`src/sv/cpp_pkg.sv`:
```
package cpp_pkg;

    localparam int CPP_MAX_LENGTH_BYTES = 4;

    localparam logic [3:0] TYPE_CONNECT = 4'h1;

    localparam logic [4:0] SEC_HDR      = 5'd0;
    localparam logic [4:0] SEC_REMLEN   = 5'd1;
    localparam logic [4:0] SEC_PROTO    = 5'd2;
    localparam logic [4:0] SEC_VERSION  = 5'd4;
    localparam logic [4:0] SEC_FLAGS    = 5'd5;
    localparam logic [4:0] SEC_KEEPALIVE = 5'd6;
    localparam logic [4:0] SEC_FIELD1   = 5'd5;
    localparam logic [4:0] SEC_TRAIL    = 5'd17;
    localparam logic [4:0] SEC_RAW      = 5'd18;
    localparam logic [4:0] SEC_DISCARD  = 5'd19;

    localparam logic [1:0] ERR_NONE    = 2'd0;
    localparam logic [1:0] ERR_LENGTH  = 2'd1;
    localparam logic [1:0] ERR_OVERRUN = 2'd2;

    typedef enum logic [11:0] {
        PH_HDR     = 12'b000000000001,
        PH_LEN     = 12'b000000000010,
        PH_VER     = 12'b000000000100,
        PH_FLAGS   = 12'b000000001000,
        PH_KA0     = 12'b000000010000,
        PH_KA1     = 12'b000000100000,
        PH_FLEN_HI = 12'b000001000000,
        PH_FLEN_LO = 12'b000010000000,
        PH_FDATA   = 12'b000100000000,
        PH_TRAIL   = 12'b001000000000,
        PH_RAW     = 12'b010000000000,
        PH_DISC    = 12'b100000000000
    } cpp_phase_t;

    typedef struct packed {
        cpp_phase_t  phase;
        logic [2:0]  field_idx;
        logic        halted;
        logic [27:0] body_left;
        logic [15:0] field_left;
        logic [27:0] length_accum;
        logic [1:0]  length_idx;
        logic [7:0]  header_bits;
        logic [2:0]  opt_flags;
    } cpp_state_t;

    typedef struct packed {
        cpp_phase_t phase;
        logic [2:0] idx;
    } cpp_next_t;

    typedef struct packed {
        logic [4:0]  section;
        logic [7:0]  byte_value;
        logic [27:0] value;
        logic        value_done;
        logic [3:0]  packet_type;
        logic        dup_flag;
        logic [1:0]  header_qos;
        logic        retain_flag;
        logic [1:0]  error_code;
        logic        packet_end;
    } cpp_result_t;

    // Selects the field that follows field f, skipping optional fields whose
    // flags are clear. Flag bit 0 is will, bit 1 user name, bit 2 password.
    function automatic cpp_next_t after_field(input logic [2:0] f, input logic [2:0] flags);
        cpp_next_t n;
        n.phase = PH_TRAIL;
        n.idx   = f;
        if (f == 3'd0)
        begin
            n.phase = PH_VER;
        end
        else if (f == 3'd1 && flags[0])
        begin
            n.phase = PH_FLEN_HI;
            n.idx   = 3'd2;
        end
        else if (f == 3'd2)
        begin
            n.phase = PH_FLEN_HI;
            n.idx   = 3'd3;
        end
        else if (f <= 3'd3 && flags[1])
        begin
            n.phase = PH_FLEN_HI;
            n.idx   = 3'd4;
        end
        else if (f <= 3'd4 && flags[2])
        begin
            n.phase = PH_FLEN_HI;
            n.idx   = 3'd5;
        end
        return n;
    endfunction

    function automatic logic [4:0] len_section(input logic [2:0] f);
        logic [4:0] s;
        if (f == 3'd0)
        begin
            s = SEC_PROTO;
        end
        else
        begin
            s = SEC_FIELD1 + {1'b0, f, 1'b0};
        end
        return s;
    endfunction

endpackage

```
`src/sv/cpp_byte_if.sv`:
```
interface cpp_byte_if;
    logic       valid;
    logic       ready;
    logic [7:0] data_byte;

    modport source (output valid, output data_byte, input ready);
    modport sink (input valid, input data_byte, output ready);
endinterface

```
`src/sv/cpp_result_if.sv`:
```
interface cpp_result_if;
    logic        valid;
    logic        ready;
    logic [4:0]  section;
    logic [7:0]  byte_value;
    logic [27:0] value;
    logic        value_done;
    logic [3:0]  packet_type;
    logic        dup_flag;
    logic [1:0]  header_qos;
    logic        retain_flag;
    logic [1:0]  error_code;
    logic        packet_end;

    modport source (output valid, output section, output byte_value, output value,
                    output value_done, output packet_type, output dup_flag,
                    output header_qos, output retain_flag, output error_code,
                    output packet_end, input ready);
    modport sink (input valid, input section, input byte_value, input value,
                  input value_done, input packet_type, input dup_flag,
                  input header_qos, input retain_flag, input error_code,
                  input packet_end, output ready);
endinterface

```
`src/sv/cpp_decode.sv`:
```
module cpp_decode
    import cpp_pkg::*;
#(
    parameter int MAX_LENGTH_BYTES = CPP_MAX_LENGTH_BYTES
)
(
    input  cpp_state_t  state,
    input  logic [7:0]  data_byte,
    output cpp_state_t  state_next,
    output cpp_result_t result
);

    logic [27:0] shifted;
    logic [27:0] acc_new;
    logic [27:0] bl_dec;
    logic [15:0] len;
    logic [15:0] fl_dec;
    logic        is_connect;
    cpp_next_t   follow;
    cpp_phase_t  next_ph;
    logic [2:0]  next_idx;

    always_comb
    begin
        case (state.length_idx)
            2'd0:    shifted = {21'b0, data_byte[6:0]};
            2'd1:    shifted = {14'b0, data_byte[6:0], 7'b0};
            2'd2:    shifted = {7'b0, data_byte[6:0], 14'b0};
            2'd3:    shifted = {data_byte[6:0], 21'b0};
            default: shifted = 28'b0;
        endcase
    end

    assign acc_new    = state.length_accum | shifted;
    assign bl_dec     = (state.body_left != 28'd0) ? state.body_left - 28'd1 : 28'd0;
    assign len        = {state.field_left[15:8], data_byte};
    assign fl_dec     = state.field_left - 16'd1;
    assign is_connect = state.header_bits[7:4] == TYPE_CONNECT;
    assign follow     = after_field(state.field_idx, state.opt_flags);

    always_comb
    begin
        state_next         = state;
        next_ph            = state.phase;
        next_idx           = state.field_idx;
        result.section     = SEC_DISCARD;
        result.byte_value  = data_byte;
        result.value       = 28'd0;
        result.value_done  = 1'b0;
        result.error_code  = ERR_NONE;
        result.packet_end  = 1'b0;

        if (state.halted)
        begin
            result.error_code = ERR_LENGTH;
        end
        else
        begin
            case (state.phase)
                PH_HDR:
                begin
                    state_next.header_bits  = data_byte;
                    state_next.length_accum = 28'd0;
                    state_next.length_idx   = 2'd0;
                    state_next.phase        = PH_LEN;
                    result.section          = SEC_HDR;
                end
                PH_LEN:
                begin
                    result.section          = SEC_REMLEN;
                    state_next.length_accum = acc_new;
                    if (!data_byte[7])
                    begin
                        result.value         = acc_new;
                        result.value_done    = 1'b1;
                        state_next.body_left = acc_new;
                        if (acc_new == 28'd0)
                        begin
                            result.packet_end = 1'b1;
                            result.error_code = is_connect ? ERR_OVERRUN : ERR_NONE;
                            state_next.phase  = PH_HDR;
                        end
                        else if (is_connect)
                        begin
                            state_next.phase     = PH_FLEN_HI;
                            state_next.field_idx = 3'd0;
                        end
                        else
                        begin
                            state_next.phase = PH_RAW;
                        end
                    end
                    else if (({1'b0, state.length_idx} + 3'd1) >= 3'(MAX_LENGTH_BYTES))
                    begin
                        result.error_code = ERR_LENGTH;
                        state_next.halted = 1'b1;
                    end
                    else
                    begin
                        state_next.length_idx = state.length_idx + 2'd1;
                    end
                end
                default:
                begin
                    state_next.body_left = bl_dec;
                    case (state.phase)
                        PH_VER:
                        begin
                            result.section = SEC_VERSION;
                            next_ph        = PH_FLAGS;
                        end
                        PH_FLAGS:
                        begin
                            result.section       = SEC_FLAGS;
                            state_next.opt_flags = {data_byte[6], data_byte[7], data_byte[2]};
                            next_ph              = PH_KA0;
                        end
                        PH_KA0:
                        begin
                            result.section        = SEC_KEEPALIVE;
                            state_next.field_left = {data_byte, 8'b0};
                            next_ph               = PH_KA1;
                        end
                        PH_KA1:
                        begin
                            result.section        = SEC_KEEPALIVE;
                            result.value          = {12'b0, len};
                            result.value_done     = 1'b1;
                            state_next.field_left = 16'd0;
                            next_ph               = PH_FLEN_HI;
                            next_idx              = 3'd1;
                        end
                        PH_FLEN_HI:
                        begin
                            result.section        = len_section(state.field_idx);
                            state_next.field_left = {data_byte, 8'b0};
                            next_ph               = PH_FLEN_LO;
                        end
                        PH_FLEN_LO:
                        begin
                            result.section        = len_section(state.field_idx);
                            result.value          = {12'b0, len};
                            result.value_done     = 1'b1;
                            state_next.field_left = len;
                            if ({12'b0, len} > bl_dec)
                            begin
                                result.error_code = ERR_OVERRUN;
                                next_ph           = PH_DISC;
                            end
                            else if (len != 16'd0)
                            begin
                                next_ph = PH_FDATA;
                            end
                            else
                            begin
                                next_ph  = follow.phase;
                                next_idx = follow.idx;
                            end
                        end
                        PH_FDATA:
                        begin
                            result.section        = len_section(state.field_idx) + 5'd1;
                            state_next.field_left = fl_dec;
                            if (fl_dec == 16'd0)
                            begin
                                next_ph  = follow.phase;
                                next_idx = follow.idx;
                            end
                        end
                        PH_TRAIL:
                        begin
                            result.section = SEC_TRAIL;
                        end
                        PH_RAW:
                        begin
                            result.section = SEC_RAW;
                        end
                        default:
                        begin
                            result.section = SEC_DISCARD;
                            next_ph        = PH_DISC;
                        end
                    endcase

                    if (bl_dec == 28'd0)
                    begin
                        result.packet_end = 1'b1;
                        if (result.error_code == ERR_NONE &&
                            next_ph != PH_TRAIL && next_ph != PH_RAW && next_ph != PH_DISC)
                        begin
                            result.error_code = ERR_OVERRUN;
                        end
                        state_next.phase = PH_HDR;
                    end
                    else
                    begin
                        state_next.phase     = next_ph;
                        state_next.field_idx = next_idx;
                    end
                end
            endcase
        end

        result.packet_type = state_next.header_bits[7:4];
        result.dup_flag    = state_next.header_bits[3];
        result.header_qos  = state_next.header_bits[2:1];
        result.retain_flag = state_next.header_bits[0];
    end

endmodule

```
`src/sv/connect_packet_parser_core.sv`:
```
// CONNECT packet parser core.
// Packet bytes enter on byte_ch, one byte per beat, in stream order. Every
// byte gives exactly one tagged result beat on result_ch: the part of the
// packet the byte belongs to, the echoed byte, any length or keep alive value
// completed at that byte, the header fields of the current packet, an error
// code and a packet end mark.
// A byte is taken into an input register at the edge where it is accepted and
// its result is loaded into the output register once that register is free or
// its result is being taken; the output register offers it on result_ch. One
// byte is accepted per cycle while the receiver does not stall, set by the
// single parser state update per byte.
// When the receiver stalls, the result waits in the output register and one
// further byte may sit in the input register; byte_ch.ready falls only once
// both are occupied, and rises again in the cycle the result is taken.
// Reset returns the parser to the header byte of a new packet and clears the
// halt that a remaining length of more than four bytes causes; until then
// every byte is reported as discarded with the length error.
module connect_packet_parser_core
    import cpp_pkg::*;
#(
    parameter int MAX_LENGTH_BYTES = CPP_MAX_LENGTH_BYTES
)
(
    input  logic         clk,
    input  logic         rst_n,
    cpp_byte_if.sink     byte_ch,
    cpp_result_if.source result_ch
);

    cpp_state_t  state_reg;
    cpp_state_t  state_next;
    cpp_result_t result_next;
    cpp_result_t result_reg;
    logic        result_valid_reg;
    logic        in_valid_reg;
    logic [7:0]  in_byte_reg;
    logic        advance;

    assign advance       = !result_valid_reg || result_ch.ready;
    assign byte_ch.ready = !in_valid_reg || advance;

    cpp_decode #(
        .MAX_LENGTH_BYTES (MAX_LENGTH_BYTES)
    ) u_decode (
        .state      (state_reg),
        .data_byte  (in_byte_reg),
        .state_next (state_next),
        .result     (result_next)
    );

    always_ff @(posedge clk or negedge rst_n)
    begin
        if (!rst_n)
        begin
            in_valid_reg <= 1'b0;
        end
        else if (byte_ch.ready)
        begin
            in_valid_reg <= byte_ch.valid;
        end
    end

    always_ff @(posedge clk)
    begin
        if (byte_ch.ready && byte_ch.valid)
        begin
            in_byte_reg <= byte_ch.data_byte;
        end
    end

    always_ff @(posedge clk or negedge rst_n)
    begin
        if (!rst_n)
        begin
            state_reg.phase        <= PH_HDR;
            state_reg.field_idx    <= 3'd0;
            state_reg.halted       <= 1'b0;
            state_reg.body_left    <= 28'd0;
            state_reg.field_left   <= 16'd0;
            state_reg.length_accum <= 28'd0;
            state_reg.length_idx   <= 2'd0;
            state_reg.header_bits  <= 8'd0;
            state_reg.opt_flags    <= 3'd0;
            result_valid_reg       <= 1'b0;
        end
        else if (advance)
        begin
            result_valid_reg <= in_valid_reg;
            if (in_valid_reg)
            begin
                state_reg <= state_next;
            end
        end
    end

    always_ff @(posedge clk)
    begin
        if (advance && in_valid_reg)
        begin
            result_reg <= result_next;
        end
    end

    assign result_ch.valid       = result_valid_reg;
    assign result_ch.section     = result_reg.section;
    assign result_ch.byte_value  = result_reg.byte_value;
    assign result_ch.value       = result_reg.value;
    assign result_ch.value_done  = result_reg.value_done;
    assign result_ch.packet_type = result_reg.packet_type;
    assign result_ch.dup_flag    = result_reg.dup_flag;
    assign result_ch.header_qos  = result_reg.header_qos;
    assign result_ch.retain_flag = result_reg.retain_flag;
    assign result_ch.error_code  = result_reg.error_code;
    assign result_ch.packet_end  = result_reg.packet_end;

    assert property (@(posedge clk) disable iff (!rst_n)
        state_reg.halted |=> state_reg.halted)
        else $error("parser left the halted state without reset");

    assert property (@(posedge clk) disable iff (!rst_n)
        (!state_reg.halted && state_reg.phase != PH_HDR && state_reg.phase != PH_LEN)
        |-> state_reg.body_left != 28'd0)
        else $error("body phase entered with no body bytes left");

    assert property (@(posedge clk) disable iff (!rst_n)
        (in_valid_reg && !advance) |=> (in_valid_reg && $stable(in_byte_reg)
        && $stable(state_reg)))
        else $error("held byte or parser state changed during a stall");

endmodule

```
`src/flat_wrapper.sv`:
```
// flat-port wrapper written by rule: the top's interface ports become plain ports
module connect_packet_parser_core_flat import cpp_pkg::*;
#(
    parameter int MAX_LENGTH_BYTES = CPP_MAX_LENGTH_BYTES
)
  (clk, rst_n, byte_ch_valid, byte_ch_data_byte, byte_ch_ready, result_ch_valid, result_ch_section, result_ch_byte_value, result_ch_value, result_ch_value_done, result_ch_packet_type, result_ch_dup_flag, result_ch_header_qos, result_ch_retain_flag, result_ch_error_code, result_ch_packet_end, result_ch_ready);
  cpp_byte_if byte_ch_i ();
  cpp_result_if result_ch_i ();
  input  logic clk;
  input  logic rst_n;
  input wire logic [$bits(byte_ch_i.valid)-1:0] byte_ch_valid;
  input wire logic [$bits(byte_ch_i.data_byte)-1:0] byte_ch_data_byte;
  output wire logic [$bits(byte_ch_i.ready)-1:0] byte_ch_ready;
  output wire logic [$bits(result_ch_i.valid)-1:0] result_ch_valid;
  output wire logic [$bits(result_ch_i.section)-1:0] result_ch_section;
  output wire logic [$bits(result_ch_i.byte_value)-1:0] result_ch_byte_value;
  output wire logic [$bits(result_ch_i.value)-1:0] result_ch_value;
  output wire logic [$bits(result_ch_i.value_done)-1:0] result_ch_value_done;
  output wire logic [$bits(result_ch_i.packet_type)-1:0] result_ch_packet_type;
  output wire logic [$bits(result_ch_i.dup_flag)-1:0] result_ch_dup_flag;
  output wire logic [$bits(result_ch_i.header_qos)-1:0] result_ch_header_qos;
  output wire logic [$bits(result_ch_i.retain_flag)-1:0] result_ch_retain_flag;
  output wire logic [$bits(result_ch_i.error_code)-1:0] result_ch_error_code;
  output wire logic [$bits(result_ch_i.packet_end)-1:0] result_ch_packet_end;
  input wire logic [$bits(result_ch_i.ready)-1:0] result_ch_ready;
  assign byte_ch_i.valid = byte_ch_valid;
  assign byte_ch_i.data_byte = byte_ch_data_byte;
  assign byte_ch_ready = byte_ch_i.ready;
  assign result_ch_valid = result_ch_i.valid;
  assign result_ch_section = result_ch_i.section;
  assign result_ch_byte_value = result_ch_i.byte_value;
  assign result_ch_value = result_ch_i.value;
  assign result_ch_value_done = result_ch_i.value_done;
  assign result_ch_packet_type = result_ch_i.packet_type;
  assign result_ch_dup_flag = result_ch_i.dup_flag;
  assign result_ch_header_qos = result_ch_i.header_qos;
  assign result_ch_retain_flag = result_ch_i.retain_flag;
  assign result_ch_error_code = result_ch_i.error_code;
  assign result_ch_packet_end = result_ch_i.packet_end;
  assign result_ch_i.ready = result_ch_ready;
  connect_packet_parser_core #(.MAX_LENGTH_BYTES(MAX_LENGTH_BYTES)) u_core (.clk(clk), .rst_n(rst_n), .byte_ch(byte_ch_i), .result_ch(result_ch_i));
endmodule
```
`config.mk`:
```
export PLATFORM = sky130hd
export DESIGN_NAME = connect_packet_parser_core_flat
export DESIGN_NICKNAME = d
export VERILOG_FILES = /design/src/sv/cpp_pkg.sv /design/src/sv/cpp_byte_if.sv /design/src/sv/cpp_result_if.sv /design/src/sv/cpp_decode.sv /design/src/sv/connect_packet_parser_core.sv /design/src/flat_wrapper.sv
export SDC_FILE = /design/constraint.sdc
export NUM_CORES = 1
export LEC_CHECK = 0
export ABC_CLOCK_PERIOD_IN_PS = 6150
export BUFFER_PORTS_ARGS = -buffer_cell sky130_fd_sc_hd__buf_4
export CAP_MARGIN = 10
export CORE_MARGIN = 2
export CORE_UTILIZATION = 35
export CTS_CLUSTER_SIZE = 40
export DETAILED_ROUTE_END_ITERATION = 8
export HOLD_SLACK_MARGIN = 0.15
export PLACE_DENSITY = 0.62
export SYNTH_ARGS = -nofsm -noshare
export SYNTH_HDL_FRONTEND = slang
export SYNTH_HIERARCHICAL = 1
export SYNTH_SLANG_ARGS = --single-unit
```
`constraint.sdc`:
```
create_clock -name clk -period 6.15 [get_ports clk]
set_input_delay 0.615 -clock clk [delete_from_list [all_inputs] [get_ports clk]]
set_output_delay 0.615 -clock clk [all_outputs]
set_load 0.02 [all_outputs]
```
* Word-level counts from Yosys, hierarchy flattened *
Cells that the tools add are included.

storage, ports and cells
  logic and storage cells = 168
  bits in registers = 164
  output and inout port bits = 55

cells by class
  bitwise logic cells = 5
  reduce and logical (&&, ||, !) cells = 39
  muxes and demuxes = 62
  add/subtract/negate cells = 6
  order comparisons = 4
  eq/ne operators = 29

operators by type and width
  kind                                                number
  case mux 28 bit (4 select lines)                    1
  case mux 12 bit (8 select lines)                    1
  2-to-1 mux 86 bit                                   1
  2-to-1 mux 12 bit                                   7
  case mux 16 bit (4 select lines)                    1
  2-to-1 mux 15 bit                                   4
  case mux 30 bit (2 select lines)                    1
  case mux 29 bit (2 select lines)                    1
  logical NOT 28 bit                                  2
  2-to-1 mux 28 bit                                   2
  case mux 28 bit (2 select lines)                    1
  case mux 5 bit (7 select lines)                     1
  2-to-1 mux 3 bit                                    11
  2-to-1 mux 29 bit                                   1
  greater-than comparator 16 x 28 -> 1 bit            1
  OR 28 bit                                           1
  nonzero test 28 bit                                 1
  subtractor 28 x 1 -> 28 bit, second input constant  1
  case mux 12 bit (2 select lines)                    1
  2-to-1 mux 11 bit                                   2
  2-to-1 mux 5 bit                                    4
  2-to-1 mux 2 bit                                    9
  2-to-1 mux 17 bit                                   1
  logical NOT 16 bit                                  1
  other kinds (53)                                    88

* Logic depth before layout (Yosys ltp) *
Gate-level depths: netlist of the first run.

  depth after elaboration = 19
  depth in mapped cells = 19
  depth with buffers taken out = 19

* Cells and area by module *
The synthesis of the first run kept the hierarchy.

by module, submodules not included
  module                      times used  cells an instance  seq. area each (um2)  area an instance (um2)
  connect_packet_parser_core  1           283                4,410.5               6,084.6
  cpp_decode                  1           873                0.0                   4,823.4

* Worst setup path before layout of the first run *
OpenSTA, ideal clock, no wires.

  path type = reg-to-reg
  start = register u_core/state_reg[57] (netlist name)
  end = register u_core/state_reg[88] (netlist name)
  library setup time = 65 ps
  buffers on the path = 1
  arrival time = 3,895 ps
  data required time = 6,085 ps
  stages on the path, launching flop included = 20
  period minus slack after synthesis = 3,960 ps
  slack = 2,190 ps
  cell sequence = dfrtp_1 inv_1 ha_1 nor4b_4 nand4_2 nor3_1 nand2_1 clkbuf_1 o21ai_0 ha_1 nand4_1 nor3_1 a221oi_1 nand3_1 nand2_1 or3b_4 a41oi_2 a21oi_2 o22ai_2 mux2_2

between the ends
  cells in the longest elaborated chain, start to end = 5
  elaborated cells on any way between the ends = 8

RTL lines
  what                                                                                      line                                  source
  start: declaration                                                                        connect_packet_parser_core.sv:30      cpp_state_t state_reg;
  start signal: assignment                                                                  connect_packet_parser_core.sv:91      state_reg <= state_next;
  subtractor 28 x 1 -> 28 bit or nonzero test 28 bit (tied branches)                        cpp_decode.sv:35                      assign bl_dec = (state.body_left != 28'd0) ? state.body_left - 28'd1 : 28'd0;
  2-to-1 mux 28 bit (*)                                                                     cpp_decode.sv:35
  greater-than comparator 16 x 28 -> 1 bit or logical NOT 28 bit (tied branches)            cpp_decode.sv:145, cpp_decode.sv:185
  inequality test 3 bit (no source line) or inequality test 2 x 1 -> 1 bit (tied branches)  -
  AND reduction 12 bit (no source line) (*)                                                 -

Every way passes the cells marked *; elsewhere a longest branch is shown, timed or not.
A chain may end at the register's enable or synchronous reset.

* Worst setup path in the final report of the first run *
  start = register u_core/state_reg[57] (netlist name)
  end = register u_core/state_reg[91] (netlist name)

between the ends
  cells in the longest elaborated chain, start to end = 9
  elaborated cells on any way between the ends = 11

RTL lines
  what                                                                line               source
  subtractor 28 x 1 -> 28 bit or nonzero test 28 bit (tied branches)  cpp_decode.sv:35
  2-to-1 mux 28 bit (*)                                               cpp_decode.sv:35
  greater-than comparator 16 x 28 -> 1 bit                            cpp_decode.sv:145  if ({12'b0, len} > bl_dec)
  2-to-1 mux 12 bit                                                   cpp_decode.sv:145
  case mux 12 bit (8 select lines)                                    cpp_decode.sv:106  case (state.phase)
  2-to-1 mux 12 bit                                                   cpp_decode.sv:59   case (state.phase)
  2-to-1 mux 12 bit                                                   cpp_decode.sv:53   if (state.halted)
  2-to-1 mux 12 bit (*)                                               cpp_decode.sv:185  if (bl_dec == 28'd0)
  case mux 12 bit (2 select lines) (*)                                cpp_decode.sv:59

Every way passes the cells marked *; elsewhere a longest branch is shown, timed or not. The select of a mux whose other input is x is not followed.

==> impl_metrics.tcl, run 1 <==
set metrics [dict create \
    initial_utilization 0.356 \
    drc_errors 0 \
    hold_path.class "in2async" \
    final.setup.worst_slack_ns 1.31 \
    first_pass_iters 5 \
    insertion_delay_ns 0.44 \
    fin_util 0.392 \
    drv_cap 0 \
    r2r_slack_ns 1.31 \
    fmax_ghz 0.207 \
    synth_ff_type "dfrtp_1" \
    grt_pass1_wl_mm 49.7 \
    rsz0062_at_grt "no" \
    crit_path_max_fanout 19 \
    relSlewSlack 0.228 \
    clock_sinks 164 \
    antenna_found_initial 0 \
    ys_ff_latch 164 \
    ff2ff_path_depth 18 \
    crit_type "reg2reg" \
    slew_viol_final 0 \
    setup_viol_count_final 0 \
    die_w_um 181 \
    avgSynthCellArea_um2 9.44 \
    cts_setup_buffers 0 \
    gp_congestion 0.942 \
    grt_usage 0.191 \
    synthTopCellsByArea "dfrtp_1 (23%), edfxtp_1 (17%), mux2_4 (11%)" \
    num_vias 9105 \
    synth_nets 1190 \
    synth_top_area_share 0.234 \
    final_common_cell "nor2_1" \
    synthDistinctLibCells 79 \
    synth_edf_count 61 \
    largest_reg_flops 101 \
    nets 1195 \
    crit_required_ns 6.52 \
    min_period_ns 4.84 \
    finalWirelength_mm 31.2 \
    cts_buffers 17 \
    layout_common_cells "nor2_1 (144), a21oi_1 (121), nand2_1 (112)" \
    ys_seq_area_frac 0.404 \
    reg2reg_to "u_core/state_reg[91]$_DFFE_PN0P_" \
    ant_nets 0 \
    async_flop_share 0.628 \
    cts_buffer_depth 2 \
    ctsResizeCount 0 \
    die_h_um 181 \
    n_antenna_cell 0 \
    holdBufCountCts 0 \
    leakage_uw 0.00503 \
    grt_pass1_vias 8550 \
    core_region_area_um2 30700 \
    routed_via_density 5.80 \
    worst_pin_slew_ns 1.16 \
    finClkSkew_ns 0.0102 \
    initialDrtViolationCount 1121 \
    crit_arrival_ns 5.21 \
    path_clk_slew_ns 0.07 \
    pin_count 67 \
    hold_viol 0 \
    p_per_area_nw_per_um2 318 \
    r2r-start "u_core/state_reg[57]$_DFFE_PN0P_" \
    fp-row-count 64 \
    startpoint_type "flop" \
    peakVddDrop_mv 0.185 \
    synth_area_um2 10900 \
    io_buffers 66 \
    cts-htree-levels 4 \
    dpl.hpwl_mm 21.3 \
    pre_cts_ws_ns 1.43 \
    dieArea_um2 32600 \
    area_growth_pct 10.2 \
    finalSetupTns_ns 0 \
    endpoint_kind "flop" \
    overflow 0 \
    cts_tree "done" \
    status "finished clean" \
    finalCritPeriodShare 0.787 \
    synth_cells 1156 \
    cts_root_buffer "clkbuf_16" \
    yosysWarnings 6 \
    synth_top_area_cell "dfrtp_1" \
    layout-drive-gt1-share 0.209 \
    grt_start_max_net_pins 66 \
    avgRoutedWirePerCell_um 19.9 \
    hold_slack_ns 0.271 \
]
Yosys cell counts (all sizes together) (4+ instances only):
| cell | count |
|---|---|
| o41ai | 4 |
| a21o | 5 |
| or2 | 6 |
| mux2 | 104 |
| ha | 22 |
| nor2b | 10 |
| nor2 | 146 |
| o22ai | 11 |
| a31oi | 11 |
| edfxtp | 61 |
| nor4b | 8 |
| a22oi | 18 |
| or3 | 8 |
| nand3b | 5 |
| dfrtp | 102 |
| a21oi | 122 |
| xor2 | 9 |
| o21ai | 91 |
| nand4 | 13 |
| nor3 | 42 |
| nor3b | 4 |
| and3 | 6 |
| nand3 | 15 |
| nand2 | 114 |
| and2 | 8 |
| clkbuf | 54 |
| nor4 | 20 |
| xnor2 | 18 |
| inv | 22 |
| nand2b | 11 |
| buf | 39 |
report_power, final:
part | leakage (uW) | switching [uW] | internal [uW] | total, uW
clock | 0.000293 | 519 | 579 | 1100
sequential | 0.00198 | 240 | 1300 | 1540
combinational | 0.00276 | 640 | 548 | 1190
total | 0.00503 | 1400 | 2420 | 3820
logic make-up after synthesis:
kind of cell | synth area share
adders and majority gates | 0.0252
and+or+nand+nor | 0.194
muxes | 0.135
buffers and inverters | 0.0611
DFF | 0.404
xor gates and xnor gates | 0.0217
AOI/OAI and AO/OA | 0.158
how the worst max path moves through the flow:
stage                                          start                          endpoint  depth (start not counted)
floorplan           u_core/state_reg[57]$_DFFE_PN0P_  u_core/state_reg[88]$_DFFE_PN0P_                         19
global placement    u_core/state_reg[57]$_DFFE_PN0P_  u_core/state_reg[91]$_DFFE_PN0P_                         18
detailed placement  u_core/state_reg[57]$_DFFE_PN0P_  u_core/state_reg[87]$_DFFE_PN0P_                         18
CTS                 u_core/state_reg[57]$_DFFE_PN0P_  u_core/state_reg[91]$_DFFE_PN0P_                         18
global route        u_core/state_reg[57]$_DFFE_PN0P_  u_core/state_reg[91]$_DFFE_PN0P_                         18
finish              u_core/state_reg[57]$_DFFE_PN0P_  u_core/state_reg[91]$_DFFE_PN0P_                         18
critical path: stages (launching register included):
cell	delay, ns
dfrtp_1	0.45
inv_1	0.12
ha_1	0.26
nor4b_4	0.31
nand4_2	0.31
nor3_1	0.52
nand2_1	0.51
nand2b_1	0.21
ha_1	0.26
a21oi_1	0.14
o21ai_0	0.12
a221oi_1	0.32
nand3_1	0.11
nand2_1	0.14
nor2_1	0.06
o21ai_1	0.40
nand2_1	0.20
o22ai_1	0.15
mux2_4	0.18
cell type report:
class / count / area [um^2]
multi-input cells: 876 / 5850
flip-flops and latches: 164 / 4410
clock buffers: 17 / 425
fillers: 3011 / 18700
clock inverters: 15 / 158
inverters: 23 / 86.3
repair buffers: 79 / 593
well taps: 396 / 495
per-stage QoR:
step,cells,cell area (um^2),total power (uW)
floorplan,1156,10900,2470
detailed placement,1538,11400,2720
finish,1570,12000,3820
global route,1570,12000,4040
global placement,1538,11400,2690
CTS,1570,12000,3830
layer usage:
layer,vias to the layer above,GRT usage,share of wire
met4,0,0.0632,0.024
met1,4457,0.285,0.47
met2,410,0.281,0.44
li1,4175,-,-
met5,-,0,0
met3,63,0.0303,0.069
Note: power is estimated with default switching activity, not from simulation.
==> run 2: changes to the inputs <==
--- a/config.mk
+++ b/config.mk
@@ -5,7 +5,8 @@
 export SDC_FILE = /design/constraint.sdc
 export NUM_CORES = 1
 export LEC_CHECK = 0
-export ABC_CLOCK_PERIOD_IN_PS = 6150
+export ABC_AREA = 1
+export ABC_CLOCK_PERIOD_IN_PS = 4200
 export BUFFER_PORTS_ARGS = -buffer_cell sky130_fd_sc_hd__buf_4
 export CAP_MARGIN = 10
 export CORE_MARGIN = 2
@@ -13,7 +14,7 @@
 export CTS_CLUSTER_SIZE = 40
 export DETAILED_ROUTE_END_ITERATION = 8
 export HOLD_SLACK_MARGIN = 0.15
-export PLACE_DENSITY = 0.62
+export PLACE_DENSITY = 0.64
 export SYNTH_ARGS = -nofsm -noshare
 export SYNTH_HDL_FRONTEND = slang
 export SYNTH_HIERARCHICAL = 1
==> constraint.sdc (replaced) <==
create_clock -name clk -period 4.2 [get_ports clk]
set_input_delay 0.42 -clock clk [delete_from_list [all_inputs] [get_ports clk]]
set_output_delay 0.42 -clock clk [all_outputs]
set_load 0.02 [all_outputs]
==> run 2 against run 1 <==
Against the previous run:
- final area rose by 2.4%
- largest power group is now combinational cells
- synthesized cell count is 34% higher
- flip-flop and latch count is the same
- critical path depth up 3
- die area grew 0.55%
==> impl_metrics.tcl, run 2 <==
set metrics [dict create \
    pin_count 67 \
    dpl.hpwl_mm 24.4 \
    insertion_delay_ns 0.45 \
    cts_buffer_depth 2 \
    hold_path_depth 1 \
    hold_path_end "u_core/in_byte_reg[3]$_DFFE_PP_" \
    fp-row-count 64 \
    critPathLaunch "u_core/state_reg[57]$_DFFE_PN0P_" \
    ys_seq_area_frac 0.402 \
    synth_top_area_cell "dfrtp_1" \
    num_vias 10740 \
    hold_viol 0 \
    crit_path_max_fanout 7 \
    ys_ff_latch 164 \
    fmax_ghz 0.268 \
    dp.cells 1941 \
    synth_top_area_share 0.233 \
    final_common_cell "nand2_1" \
    switching_share 0.464 \
    finalSetupTns_ns 0 \
    dieArea_um2 32800 \
    crit_type "reg2reg" \
    die_w_um 181 \
    final_cells 1980 \
    async_flop_share 0.628 \
    drc_errors 0 \
    synth_commonest_cells "nand2_1 (451), nand3_1 (171), nor2_1 (169)" \
    setup_viol_count_final 0 \
    synth_nets 1581 \
    p_per_area_nw_per_um2 575 \
    synth.most_common_cell "nand2_1" \
    grt_pass1_wl_mm 55.9 \
    postPlaceCellArea_um2 11700 \
    die_h_um 181 \
    clock_sinks 164 \
    internal_power_uw 3790 \
    synth_xor_area_frac 0.0136 \
    power_frac_comb 0.463 \
    hold_path.class "in2reg" \
    peakVddDrop_mv 0.314 \
    endpoint_kind "flop" \
    first_pass_iters 6 \
    synth_mux_area_frac 0 \
    r2r-start "u_core/state_reg[57]$_DFFE_PN0P_" \
    synth_top_family_by_area "simple AND/OR/NAND/NOR gates" \
    overflow 0 \
    synthTopCellsByArea "dfrtp_1 (23%), edfxtp_1 (17%), nand2_1 (15%)" \
    largest_reg_flops 101 \
    grt_pass1_vias 9983 \
    switchingPower_uw 3280 \
    gp_congestion 0.933 \
    cts-htree-levels 4 \
    synth_edf_count 61 \
    min-delay-start "byte_ch_data_byte[3]" \
    ff2ff_path_depth 21 \
    status "finished clean" \
    crit_arrival_ns 4.06 \
    finClkSkew_ns 0.0174 \
    avgSynthCellArea_um2 7.09 \
    drv_cap 0 \
    crit_required_ns 4.53 \
    finalCritPeriodShare 0.887 \
    postLayoutCellArea_um2 12300 \
    yosysWarnings 6 \
    avgRoutedWirePerCell_um 17.6 \
    nets 1604 \
    synth_compound_area_frac 0.119 \
    leakage_uw 0.00590 \
    layout-drive-gt1-share 0.0948 \
    clkPwrFrac 0.220 \
    startpoint_type "flop" \
    cts_setup_buffers 0 \
    relSlewSlack 0.221 \
    synth_cells 1547 \
    initialDrtViolationCount 1168 \
    core_region_area_um2 30700 \
    area_growth_pct 12.1 \
    reg2reg_to "u_core/state_reg[87]$_DFFE_PN0P_" \
    grt_usage 0.216 \
    synthDistinctLibCells 48 \
    antenna_found_initial 0 \
    cts_tree "done" \
    ant_nets 0 \
    layout_common_cells "nand2_1 (449), nand3_1 (171), nor2_1 (169)" \
    cts_root_buffer "clkbuf_16" \
    synth_ff_type "dfrtp_1" \
    routed_via_density 5.42 \
    worst_pin_slew_ns 1.17 \
    min_period_ns 3.73 \
    cts_buffers 17 \
    synth-adder-area-share 0.0251 \
    io_buffers 66 \
    p_seq_frac 0.316 \
    synth-simple-area-share 0.340 \
    rsz0062_at_grt "no" \
    path_clk_slew_ns 0.08 \
    initial_utilization 0.357 \
    finalWirelength_mm 34.9 \
    grt_start_max_net_pins 103 \
    r2r_slack_ns 0.47 \
    slew_viol_final 0 \
    synth_area_um2 11000 \
]
==> run 2: cell types whose count changed after synthesis, sizes merged, moves of 20 or more <==
cell    before  now
nor3        42   10
nor2       146  184
nand2      114  457
inv         22  174
o21ai       91   71
a21oi      122   71
nand3       15  172
mux2       104    0
clkbuf      54   29
==> run 2: worst max path at each step <==
stage / to / depth (start not counted)
after floorplan: u_core/state_reg[88]$_DFFE_PN0P_ / 21
after global placement: u_core/state_reg[88]$_DFFE_PN0P_ / 25
after detailed placement: u_core/state_reg[87]$_DFFE_PN0P_ / 25
after CTS: u_core/state_reg[87]$_DFFE_PN0P_ / 25
after global routing: u_core/state_reg[87]$_DFFE_PN0P_ / 25
final: u_core/state_reg[87]$_DFFE_PN0P_ / 21
==> run 2: through the flow <==
| stage | power (uW) | worst slack (ns) | hold slack, ns | util |
|---|---|---|---|---|
| floorplan | 4670 | 1.20 | 0.124 | - |
| global placement | 5460 | 0.594 | 0.420 | 0.379 |
| detailed placement | 5470 | 0.524 | 0.416 | 0.379 |
| CTS | 7060 | 0.506 | 0.151 | 0.400 |
| global route | 7640 | 0.0609 | 0.153 | 0.400 |
| finish | 7080 | 0.474 | 0.166 | 0.400 |
==> run 2: power groups by stage <==
stage	logic [uW]	registers (uW)	clock network (uW)
floorplan	2420	2240	0
global placement	3190	2260	0
detailed placement	3200	2270	0
CTS	3230	2240	1600
global route	3690	2290	1660
finish	3280	2240	1560
==> run 2: final cells by class <==
type / count / area (um^2)
Clock buffer: 17 / 425
Timing Repair Buffer: 85 / 678
Tap cell: 396 / 495
Sequential cell: 164 / 4410
Fill cell: 3157 / 18400
Antenna cell: 1 / 2.50
Multi-Input combinational cell: 1127 / 5470
Inverter: 175 / 658
Clock inverter: 15 / 159
==> run 2: per-layer routing <==
metal  part of all wire  up-vias  GRT usage
met5                  0        -          0
met4              0.027        0     0.0758
met3              0.071       66     0.0373
met2               0.45      460      0.334
met1               0.45     5072      0.303
li1                   -     5142          -
==> run 2: critical path: stages (launching register included) <==
cell and delay, ns:
dfrtp_1 0.38, inv_1 0.16, ha_1 0.26, nand3_1 0.19, nor2_2 0.30, xnor2_1 0.10
nor2_1 0.21, inv_1 0.07, ha_1 0.30, nand4_1 0.14, o21bai_1 0.19, nand3_1 0.08
nand2_1 0.05, a21oi_1 0.27, nand4_1 0.21, nand2_1 0.10, o21ai_1 0.14, and2_4 0.20
nand3_1 0.06, nand2_1 0.06, nand3_1 0.07, nand2_1 0.07
==> run 2: logic make-up (layout without fill, tap and decap cells) <==
family                     Yosys count  in the layout
AOI/OAI and AO/OA                  218            218
xor gates and xnor gates            17             17
adders and majority gates           22             22
buffers and inverters              256            292
DFF                                164            164
other                                0              1
and+or+nand+nor                    870            870
==> run 2: what timing repair did <==
item / 4_1_cts / 5_1_grt
gates resized for setup: 0 / 0
endpoints found under the hold margin: 36 / 0
hold buffers: 6 / 0
